**src/hw/rtl/ebfd_pkg.sv**
```systemverilog
// Shared types and codes for the encrypted body frame deframer.
// No dependencies.

package ebfd_pkg;

    typedef struct packed {
        logic [7:0] data_byte;
        logic       restart;
    } in_word_t;

    typedef struct packed {
        logic [7:0]  byte_out;
        logic [2:0]  region;
        logic [1:0]  frame_kind;
        logic [31:0] frame_seq;
        logic [35:0] body_length;
        logic [35:0] frame_length;
        logic        frame_done;
        logic [1:0]  error_code;
    } out_word_t;

    typedef struct packed {
        logic [31:0] max_frame_bytes;
        logic [7:0]  iv_bytes;
        logic [7:0]  tag_bytes;
    } cfg_t;

    localparam logic [1:0] CFG_MAX_FRAME = 2'd0;
    localparam logic [1:0] CFG_IV        = 2'd1;
    localparam logic [1:0] CFG_TAG       = 2'd2;

    localparam logic [31:0] MAX_FRAME_RESET = 32'd4096;
    localparam logic [7:0]  IV_RESET        = 8'd12;
    localparam logic [7:0]  TAG_RESET       = 8'd16;

    localparam logic [2:0] REGION_SEQ  = 3'd0;
    localparam logic [2:0] REGION_FSEQ = 3'd1;
    localparam logic [2:0] REGION_IV   = 3'd2;
    localparam logic [2:0] REGION_LEN  = 3'd3;
    localparam logic [2:0] REGION_BODY = 3'd4;
    localparam logic [2:0] REGION_TAG  = 3'd5;

    localparam logic [1:0] KIND_REG    = 2'd0;
    localparam logic [1:0] KIND_FINAL  = 2'd1;
    localparam logic [1:0] KIND_SINGLE = 2'd2;

    localparam logic [1:0] ERR_NONE      = 2'd0;
    localparam logic [1:0] ERR_FINAL_LEN = 2'd1;
    localparam logic [1:0] ERR_LIMIT     = 2'd2;

    localparam logic [31:0] FINAL_MARK = 32'hFFFF_FFFF;

endpackage

```
**src/hw/rtl/encrypted_body_frame_deframer.sv**
```systemverilog
// Encrypted body frame deframer top level: input register, frame parser, result register.
// Depends on ebfd_pkg and ebfd_cfg.

// Labels each byte of an encrypted body stream with its frame region (sequence word,
// final sequence number, IV, length field, body, tag) and reports the frame's kind,
// sequence number, body and total lengths, the last byte of each frame and sticky
// length errors. One word in, one word out, one word per cycle sustained while the
// receiver is ready: each byte passes an input register, combinational parsing logic
// against the frame state, and a result register. While a result waits, one more word
// is taken into the input register. Lengths are limited to LENGTH_BITS bits; the user
// must write configuration only while the block is empty (the block does not enforce
// this), and it takes effect at the next parsed byte.

module encrypted_body_frame_deframer #(
    parameter int LENGTH_BITS = 36
) (
    input  logic                clk,
    input  logic                rst_n,
    input  logic                in_valid,
    output logic                in_ready,
    input  ebfd_pkg::in_word_t  in_word,
    output logic                out_valid,
    input  logic                out_ready,
    output ebfd_pkg::out_word_t out_word,
    input  logic                cfg_write,
    input  logic [1:0]          cfg_index,
    input  logic [31:0]         cfg_data
);
    import ebfd_pkg::*;

    localparam int LW = (LENGTH_BITS > 36) ? LENGTH_BITS : 36;

    localparam logic [3:0] PH_START = 4'd0;
    localparam logic [3:0] PH_SEQ   = 4'd1;
    localparam logic [3:0] PH_FSEQ  = 4'd2;
    localparam logic [3:0] PH_IV    = 4'd3;
    localparam logic [3:0] PH_LEN   = 4'd4;
    localparam logic [3:0] PH_BODY  = 4'd5;
    localparam logic [3:0] PH_TAG   = 4'd6;
    localparam logic [3:0] PH_DONE  = 4'd7;
    localparam logic [3:0] PH_ERR   = 4'd8;

    cfg_t cfg;

    ebfd_cfg u_cfg (
        .clk       (clk),
        .rst_n     (rst_n),
        .cfg_write (cfg_write),
        .cfg_index (cfg_index),
        .cfg_data  (cfg_data),
        .cfg       (cfg)
    );

    logic      s1_valid_reg, s1_valid_next;
    in_word_t  s1_word_reg;
    logic      out_valid_reg, out_valid_next;
    out_word_t out_word_reg, out_word_next;
    logic      fire;

    logic [3:0]    phase_reg, phase_next;
    logic [LW-1:0] count_reg, count_next;
    logic [63:0]   shift_reg, shift_next;
    logic [31:0]   seq_reg, seq_next;
    logic [LW-1:0] len_reg, len_next;
    logic [LW-1:0] total_reg, total_next;
    logic [1:0]    kind_reg, kind_next;
    logic [1:0]    error_reg, error_next;

    function automatic logic [3:0] next_phase(input logic [3:0] p, input logic [1:0] kind);
        logic [3:0] r;
        case (p)
            PH_SEQ:  r = (kind == KIND_FINAL) ? PH_FSEQ : PH_IV;
            PH_FSEQ: r = PH_IV;
            PH_IV:   r = (kind == KIND_REG) ? PH_BODY : PH_LEN;
            PH_LEN:  r = PH_BODY;
            PH_BODY: r = PH_TAG;
            default: r = PH_DONE;
        endcase
        return r;
    endfunction

    // skip empty IV, body and tag regions
    function automatic logic [3:0] skip_empty(input logic [3:0] p, input logic [1:0] kind,
                                              input logic [LW-1:0] len, input cfg_t c);
        logic [3:0] r;
        r = p;
        if (r == PH_IV && c.iv_bytes == 8'd0)
            r = (kind == KIND_REG) ? PH_BODY : PH_LEN;
        if (r == PH_BODY && len == '0)
            r = PH_TAG;
        if (r == PH_TAG && c.tag_bytes == 8'd0)
            r = PH_DONE;
        return r;
    endfunction

    function automatic logic [2:0] region_of(input logic [3:0] p);
        logic [2:0] r;
        case (p)
            PH_SEQ:  r = REGION_SEQ;
            PH_FSEQ: r = REGION_FSEQ;
            PH_IV:   r = REGION_IV;
            PH_LEN:  r = REGION_LEN;
            PH_BODY: r = REGION_BODY;
            default: r = REGION_TAG;
        endcase
        return r;
    endfunction

    assign in_ready = !s1_valid_reg || !out_valid_reg || out_ready;
    assign fire     = s1_valid_reg && (!out_valid_reg || out_ready);

    always_comb
    begin
        logic [3:0]    cur_ph;
        logic [LW-1:0] rlen;
        logic [63:0]   len_arg;
        logic [9:0]    ovh;
        logic [64:0]   sum;
        logic          chk;
        logic [1:0]    err;
        logic [2:0]    region;
        logic          done;

        phase_next = phase_reg;
        count_next = count_reg;
        shift_next = shift_reg;
        seq_next   = seq_reg;
        len_next   = len_reg;
        total_next = total_reg;
        kind_next  = kind_reg;
        error_next = error_reg;
        cur_ph     = PH_START;
        rlen       = '0;
        len_arg    = '0;
        ovh        = '0;
        sum        = '0;
        chk        = 1'b0;
        err        = ERR_NONE;
        region     = REGION_TAG;
        done       = 1'b0;

        if (s1_word_reg.restart)
        begin
            phase_next = PH_START;
            error_next = ERR_NONE;
        end

        if (phase_next == PH_START)
        begin
            seq_next   = '0;
            len_next   = '0;
            total_next = '0;
            count_next = '0;
            shift_next = '0;
            if (cfg.max_frame_bytes == 32'd0)
            begin
                kind_next  = KIND_SINGLE;
                seq_next   = 32'd1;
                phase_next = skip_empty(PH_IV, KIND_SINGLE, '0, cfg);
            end
            else
            begin
                kind_next  = KIND_REG;
                phase_next = PH_SEQ;
            end
        end

        if (phase_next != PH_ERR)
        begin
            cur_ph     = phase_next;
            region     = region_of(cur_ph);
            shift_next = {shift_next[55:0], s1_word_reg.data_byte};
            count_next = count_next + LW'(1);
            case (cur_ph)
                PH_SEQ, PH_FSEQ: rlen = LW'(4);
                PH_IV:           rlen = LW'(cfg.iv_bytes);
                PH_LEN:          rlen = (kind_next == KIND_SINGLE) ? LW'(8) : LW'(4);
                PH_BODY:         rlen = len_next;
                PH_TAG:          rlen = LW'(cfg.tag_bytes);
                default:         rlen = LW'(1);
            endcase

            if (count_next >= rlen)
            begin
                case (cur_ph)
                    PH_SEQ:
                    begin
                        if (shift_next[31:0] == FINAL_MARK)
                        begin
                            kind_next = KIND_FINAL;
                        end
                        else
                        begin
                            seq_next = shift_next[31:0];
                            len_arg  = {32'd0, cfg.max_frame_bytes};
                            ovh      = 10'd4 + 10'(cfg.iv_bytes) + 10'(cfg.tag_bytes);
                            chk      = 1'b1;
                        end
                    end
                    PH_FSEQ:
                    begin
                        seq_next = shift_next[31:0];
                    end
                    PH_LEN:
                    begin
                        if (kind_next == KIND_FINAL)
                        begin
                            if (shift_next[31:0] > cfg.max_frame_bytes)
                            begin
                                len_next = LW'(shift_next[31:0]);
                                err      = ERR_FINAL_LEN;
                            end
                            else
                            begin
                                len_arg = {32'd0, shift_next[31:0]};
                                ovh     = 10'd12 + 10'(cfg.iv_bytes) + 10'(cfg.tag_bytes);
                                chk     = 1'b1;
                            end
                        end
                        else
                        begin
                            len_arg = shift_next;
                            ovh     = 10'd8 + 10'(cfg.iv_bytes) + 10'(cfg.tag_bytes);
                            chk     = 1'b1;
                        end
                    end
                    default:
                    begin
                        chk = 1'b0;
                    end
                endcase

                if (chk)
                begin
                    len_next = len_arg[LW-1:0];
                    sum      = {1'b0, len_arg} + 65'(ovh);
                    if (|sum[64:LENGTH_BITS])
                        err = ERR_LIMIT;
                    else
                        total_next = sum[LW-1:0];
                end

                if (err != ERR_NONE)
                begin
                    error_next = err;
                    phase_next = PH_ERR;
                end
                else
                begin
                    phase_next = skip_empty(next_phase(cur_ph, kind_next), kind_next,
                                            len_next, cfg);
                    count_next = '0;
                    shift_next = '0;
                    if (phase_next == PH_DONE)
                    begin
                        done       = 1'b1;
                        phase_next = PH_START;
                    end
                end
            end
        end

        out_word_next.byte_out     = s1_word_reg.data_byte;
        out_word_next.region       = region;
        out_word_next.frame_kind   = kind_next;
        out_word_next.frame_seq    = seq_next;
        out_word_next.body_length  = len_next[35:0];
        out_word_next.frame_length = total_next[35:0];
        out_word_next.frame_done   = done;
        out_word_next.error_code   = error_next;
    end

    always_comb
    begin
        s1_valid_next = s1_valid_reg;
        if (in_ready)
            s1_valid_next = in_valid;
        out_valid_next = out_valid_reg;
        if (fire)
            out_valid_next = 1'b1;
        else if (out_ready)
            out_valid_next = 1'b0;
    end

    always_ff @(posedge clk or negedge rst_n)
    begin
        if (!rst_n)
        begin
            s1_valid_reg  <= 1'b0;
            out_valid_reg <= 1'b0;
            phase_reg     <= PH_START;
            count_reg     <= '0;
            shift_reg     <= '0;
            seq_reg       <= '0;
            len_reg       <= '0;
            total_reg     <= '0;
            kind_reg      <= KIND_REG;
            error_reg     <= ERR_NONE;
        end
        else
        begin
            s1_valid_reg  <= s1_valid_next;
            out_valid_reg <= out_valid_next;
            if (fire)
            begin
                phase_reg <= phase_next;
                count_reg <= count_next;
                shift_reg <= shift_next;
                seq_reg   <= seq_next;
                len_reg   <= len_next;
                total_reg <= total_next;
                kind_reg  <= kind_next;
                error_reg <= error_next;
            end
        end
    end

    always_ff @(posedge clk)
    begin
        if (in_valid && in_ready)
            s1_word_reg <= in_word;
        if (fire)
            out_word_reg <= out_word_next;
    end

    assign out_valid = out_valid_reg;
    assign out_word  = out_word_reg;

endmodule

```
**src/hw/rtl/ebfd_cfg.sv**
```systemverilog
// Configuration register file: frame size, IV length and tag length.
// Depends on ebfd_pkg.

module ebfd_cfg (
    input  logic               clk,
    input  logic               rst_n,
    input  logic               cfg_write,
    input  logic [1:0]         cfg_index,
    input  logic [31:0]        cfg_data,
    output ebfd_pkg::cfg_t     cfg
);
    import ebfd_pkg::*;

    cfg_t cfg_reg;
    cfg_t cfg_next;

    always_comb
    begin
        cfg_next = cfg_reg;
        if (cfg_write)
        begin
            case (cfg_index)
                CFG_MAX_FRAME: cfg_next.max_frame_bytes = cfg_data;
                CFG_IV:        cfg_next.iv_bytes = cfg_data[7:0];
                CFG_TAG:       cfg_next.tag_bytes = cfg_data[7:0];
                default:       cfg_next = cfg_reg;
            endcase
        end
    end

    always_ff @(posedge clk or negedge rst_n)
    begin
        if (!rst_n)
        begin
            cfg_reg.max_frame_bytes <= MAX_FRAME_RESET;
            cfg_reg.iv_bytes        <= IV_RESET;
            cfg_reg.tag_bytes       <= TAG_RESET;
        end
        else
        begin
            cfg_reg <= cfg_next;
        end
    end

    assign cfg = cfg_reg;

endmodule

```
**config.mk**
```make
export PLATFORM = sky130hd
export DESIGN_NAME = encrypted_body_frame_deframer
export DESIGN_NICKNAME = d
export VERILOG_FILES = /design/src/hw/rtl/ebfd_pkg.sv /design/src/hw/rtl/encrypted_body_frame_deframer.sv /design/src/hw/rtl/ebfd_cfg.sv
export SDC_FILE = /design/constraint.sdc
export NUM_CORES = 1
export LEC_CHECK = 0
export BUFFER_PORTS_ARGS = -buffer_cell sky130_fd_sc_hd__clkbuf_2
export CORE_MARGIN = 2
export CORE_UTILIZATION = 55
export CTS_BUF_LIST = sky130_fd_sc_hd__clkbuf_8
export CTS_CLUSTER_SIZE = 12
export DETAILED_ROUTE_END_ITERATION = 10
export PLACE_DENSITY_LB_ADDON = 0.25
export SYNTH_ARGS = -nofsm -noshare
export SYNTH_HDL_FRONTEND = slang
export SYNTH_SLANG_ARGS = --single-unit
```
**constraint.sdc**
```tcl
create_clock -name clk -period 24.6 [get_ports clk]
set_clock_uncertainty 0.05 [all_clocks]
set_input_delay 4.92 -clock clk [delete_from_list [all_inputs] [get_ports clk]]
set_output_delay 4.92 -clock clk [all_outputs]
set_load 0.005 [all_outputs]
```
==> out/metrics.yaml <==
drtIter0Drc: 3058
syn-cell-area_um2: 22300
worst_pin_slew_ns: 1.29
drt_first_pass_iters: 6
dpl.hpwl_um: 63300
synth_most_common_cell: "nand2_1"
cp_common_cell: "nand3_1"
routed_wire_length_per_instance_um: 28.3
cts_tree: "built"
drv_cap: 0
cts_buffers: 67
fin_crit_ns: 11.80
via_count: 21000
yosysTopAreaCell: "dfrtp_1"
ctsResizeCount: 0
vdd_drop_max_v: 0.0000525
coreArea_um2: 39900
cp_max_fo: 57
postCtsSetupBuffers: 0
yosysWarnings: 0
synth-edff-count: 129
startpoint_type: "flip-flop"
power_density_nw_per_um2: 75.8
timing_worst_setup_path_type: "flip-flop to flip-flop"
nNetsFinal: 2626
routed_wl_um: 86500
die_h_um: 205
yosys_register_bits: 383
drive_gt1_frac: 0.153
place_congestion: 1.05
grt_pass1_vias: 19600
cts.sinks: 383
finalSetupViolCount: 0
final_cells: 3061
clk_latency_ns: 0.66
fin_crit_sh: 0.480
fin_area_um2: 24900
slew_headroom: 0.137
p_leak_uw: 0.0109
yosysSeqAreaShare: 0.459
slowest_stage: "nand3_1"
core.rowCount: 73
synth_cell_types: 84
slew_violations: 0
cp.arrival_ns: 12.27
root_buffer: "clkbuf_8"
synth.top_cell.area_share: 0.281
critPathMaxStageDelay_ns: 0.99
areaGrowthSynthToFinish_pct: 11.8
outcome: "finished clean"
antenna_found_initial: 5
vias_per_cell: 6.87
h-tree-depth: 3
die_area_um2: 42200
largest_register_ffs: 120
finalHoldViolCount: 0
grt_max_degree: 90
start_util: 0.559
end_kind: "flip-flop"
cts.hold.buffers_added: 0
clock_path_buffers: 3
grt_overflow: 0
synthCells: 2339
placed_cell_area_um2: 23600
drtAntennaViolNets: 0
synthTopCellsByCount: "nand2_1, dfrtp_1, nor2_1, o21ai_0, edfxtp_1"
syn-num-nets: 2486
rsz0062_at_grt: "false"
grtUsageTotal: 0.410
synth.avg_cell_area_um2: 9.53
io_buffer_count: 169
cp.required_ns: 25.07
die_w_um: 205
clk_pin_slew_ns: 0.06
tns_ns: 0
async_reset_ff_frac: 0.663
hp-class: "flip-flop to flip-flop"
grt_first_pass_wirelength_um: 127000
synthTopCellsByArea: "dfrtp_1, edfxtp_1, nand2_1, ha_1, o21ai_0"
io_pins: 170
dp_cells: 2935
drc: 0
fmax_mhz: 84.7
synth_flop_cell: "dfrtp_1"
path summary, 6_finish.rpt:
path | cells past startpoint | slack (ns) | end | startpoint
min | 2 | 0.43 | seq_reg[30]$_DFFE_PN0P_ | seq_reg[30]$_DFFE_PN0P_
max in group asynchronous | 3 | 18.20 | total_reg[9]$_DFFE_PN0P_ | rst_n
max reg2reg | 29 | 12.80 | total_reg[12]$_DFFE_PN0P_ | s1_word_reg[0]$_DFFE_PP_
min reg2reg | 2 | 0.43 | seq_reg[30]$_DFFE_PN0P_ | seq_reg[30]$_DFFE_PN0P_
min in group asynchronous | 1 | 4.16 | count_reg[4]$_DFFE_PN0P_ | rst_n
max | 29 | 12.80 | total_reg[12]$_DFFE_PN0P_ | s1_word_reg[0]$_DFFE_PP_
power by group:
part,switching (uW),internal (uW)
logic,354,165
registers,67.4,723
clock network,280,299
cell families (layout without fill, tap and decap cells):
group,after synthesis,in the layout,share of synthesized area
and+or+nand+nor,858,858,0.184
DFF,383,383,0.459
adders and majority gates,99,99,0.0566
buffers and inverters,216,411,0.0396
other,0,2,0
muxes,82,82,0.0393
AOI/OAI and AO/OA,626,626,0.192
xor gates and xnor gates,75,75,0.0295
metal layers:
layer  share of wire  routed length (um)  GRT usage  vias up
li1                -                   -          -     8993
met2            0.42               36700      0.591     1485
met1            0.41               35300      0.587    10300
met5         0.00039                  34          0        -
met4           0.050                4340      0.180        6
met3            0.12               10100     0.0991      278
metrics by stage:
step	utilization	power, uW	worst slack (ns)	hold slack, ns
after floorplan	-	1080	14.54	0.400
after global routing	0.624	1950	12.03	0.452
after detailed placement	0.592	1290	13.16	0.425
final	0.624	1890	12.80	0.434
after CTS	0.624	1870	13.10	0.437
after global placement	0.592	1280	13.54	0.413
critical path, delay by kind of cell (launching register included):
family	cells	cell delay, ns
adders and majority gates	2	0.49
AOI/OAI and AO/OA	11	3.29
DFF	1	0.69
buffers and inverters	3	1.17
and+or+nand+nor	13	5.90
final cells by class:
class | count | area [um^2]
Timing Repair Buffer | 216 | 1210
Inverter | 71 | 272
Clock buffer | 70 | 963
Fill cell | 3304 | 15000
Multi-Input combinational cell | 1740 | 11200
Tap cell | 525 | 657
Antenna cell | 2 | 5.00
Clock inverter | 54 | 328
Sequential cell | 383 | 10200
cell usage in the layout, fill, tap and decap left out, types with 27 or more instances in the layout:
cell,instances
a21o_1,33
a21oi_1,102
a22o_1,70
a32o_1,33
and3_1,34
buf_4,47
clkbuf_2,168
clkbuf_8,70
dfrtp_1,250
edfxtp_1,129
ha_1,96
inv_1,107
mux2_2,44
mux2i_1,38
nand2_1,342
nand3_1,93
nand4_1,52
nor2_1,152
nor3_1,27
nor4_1,47
o211ai_1,64
o21ai_0,155
xnor2_1,39
xor2_1,36
Power figures use the tool's default switching activity.
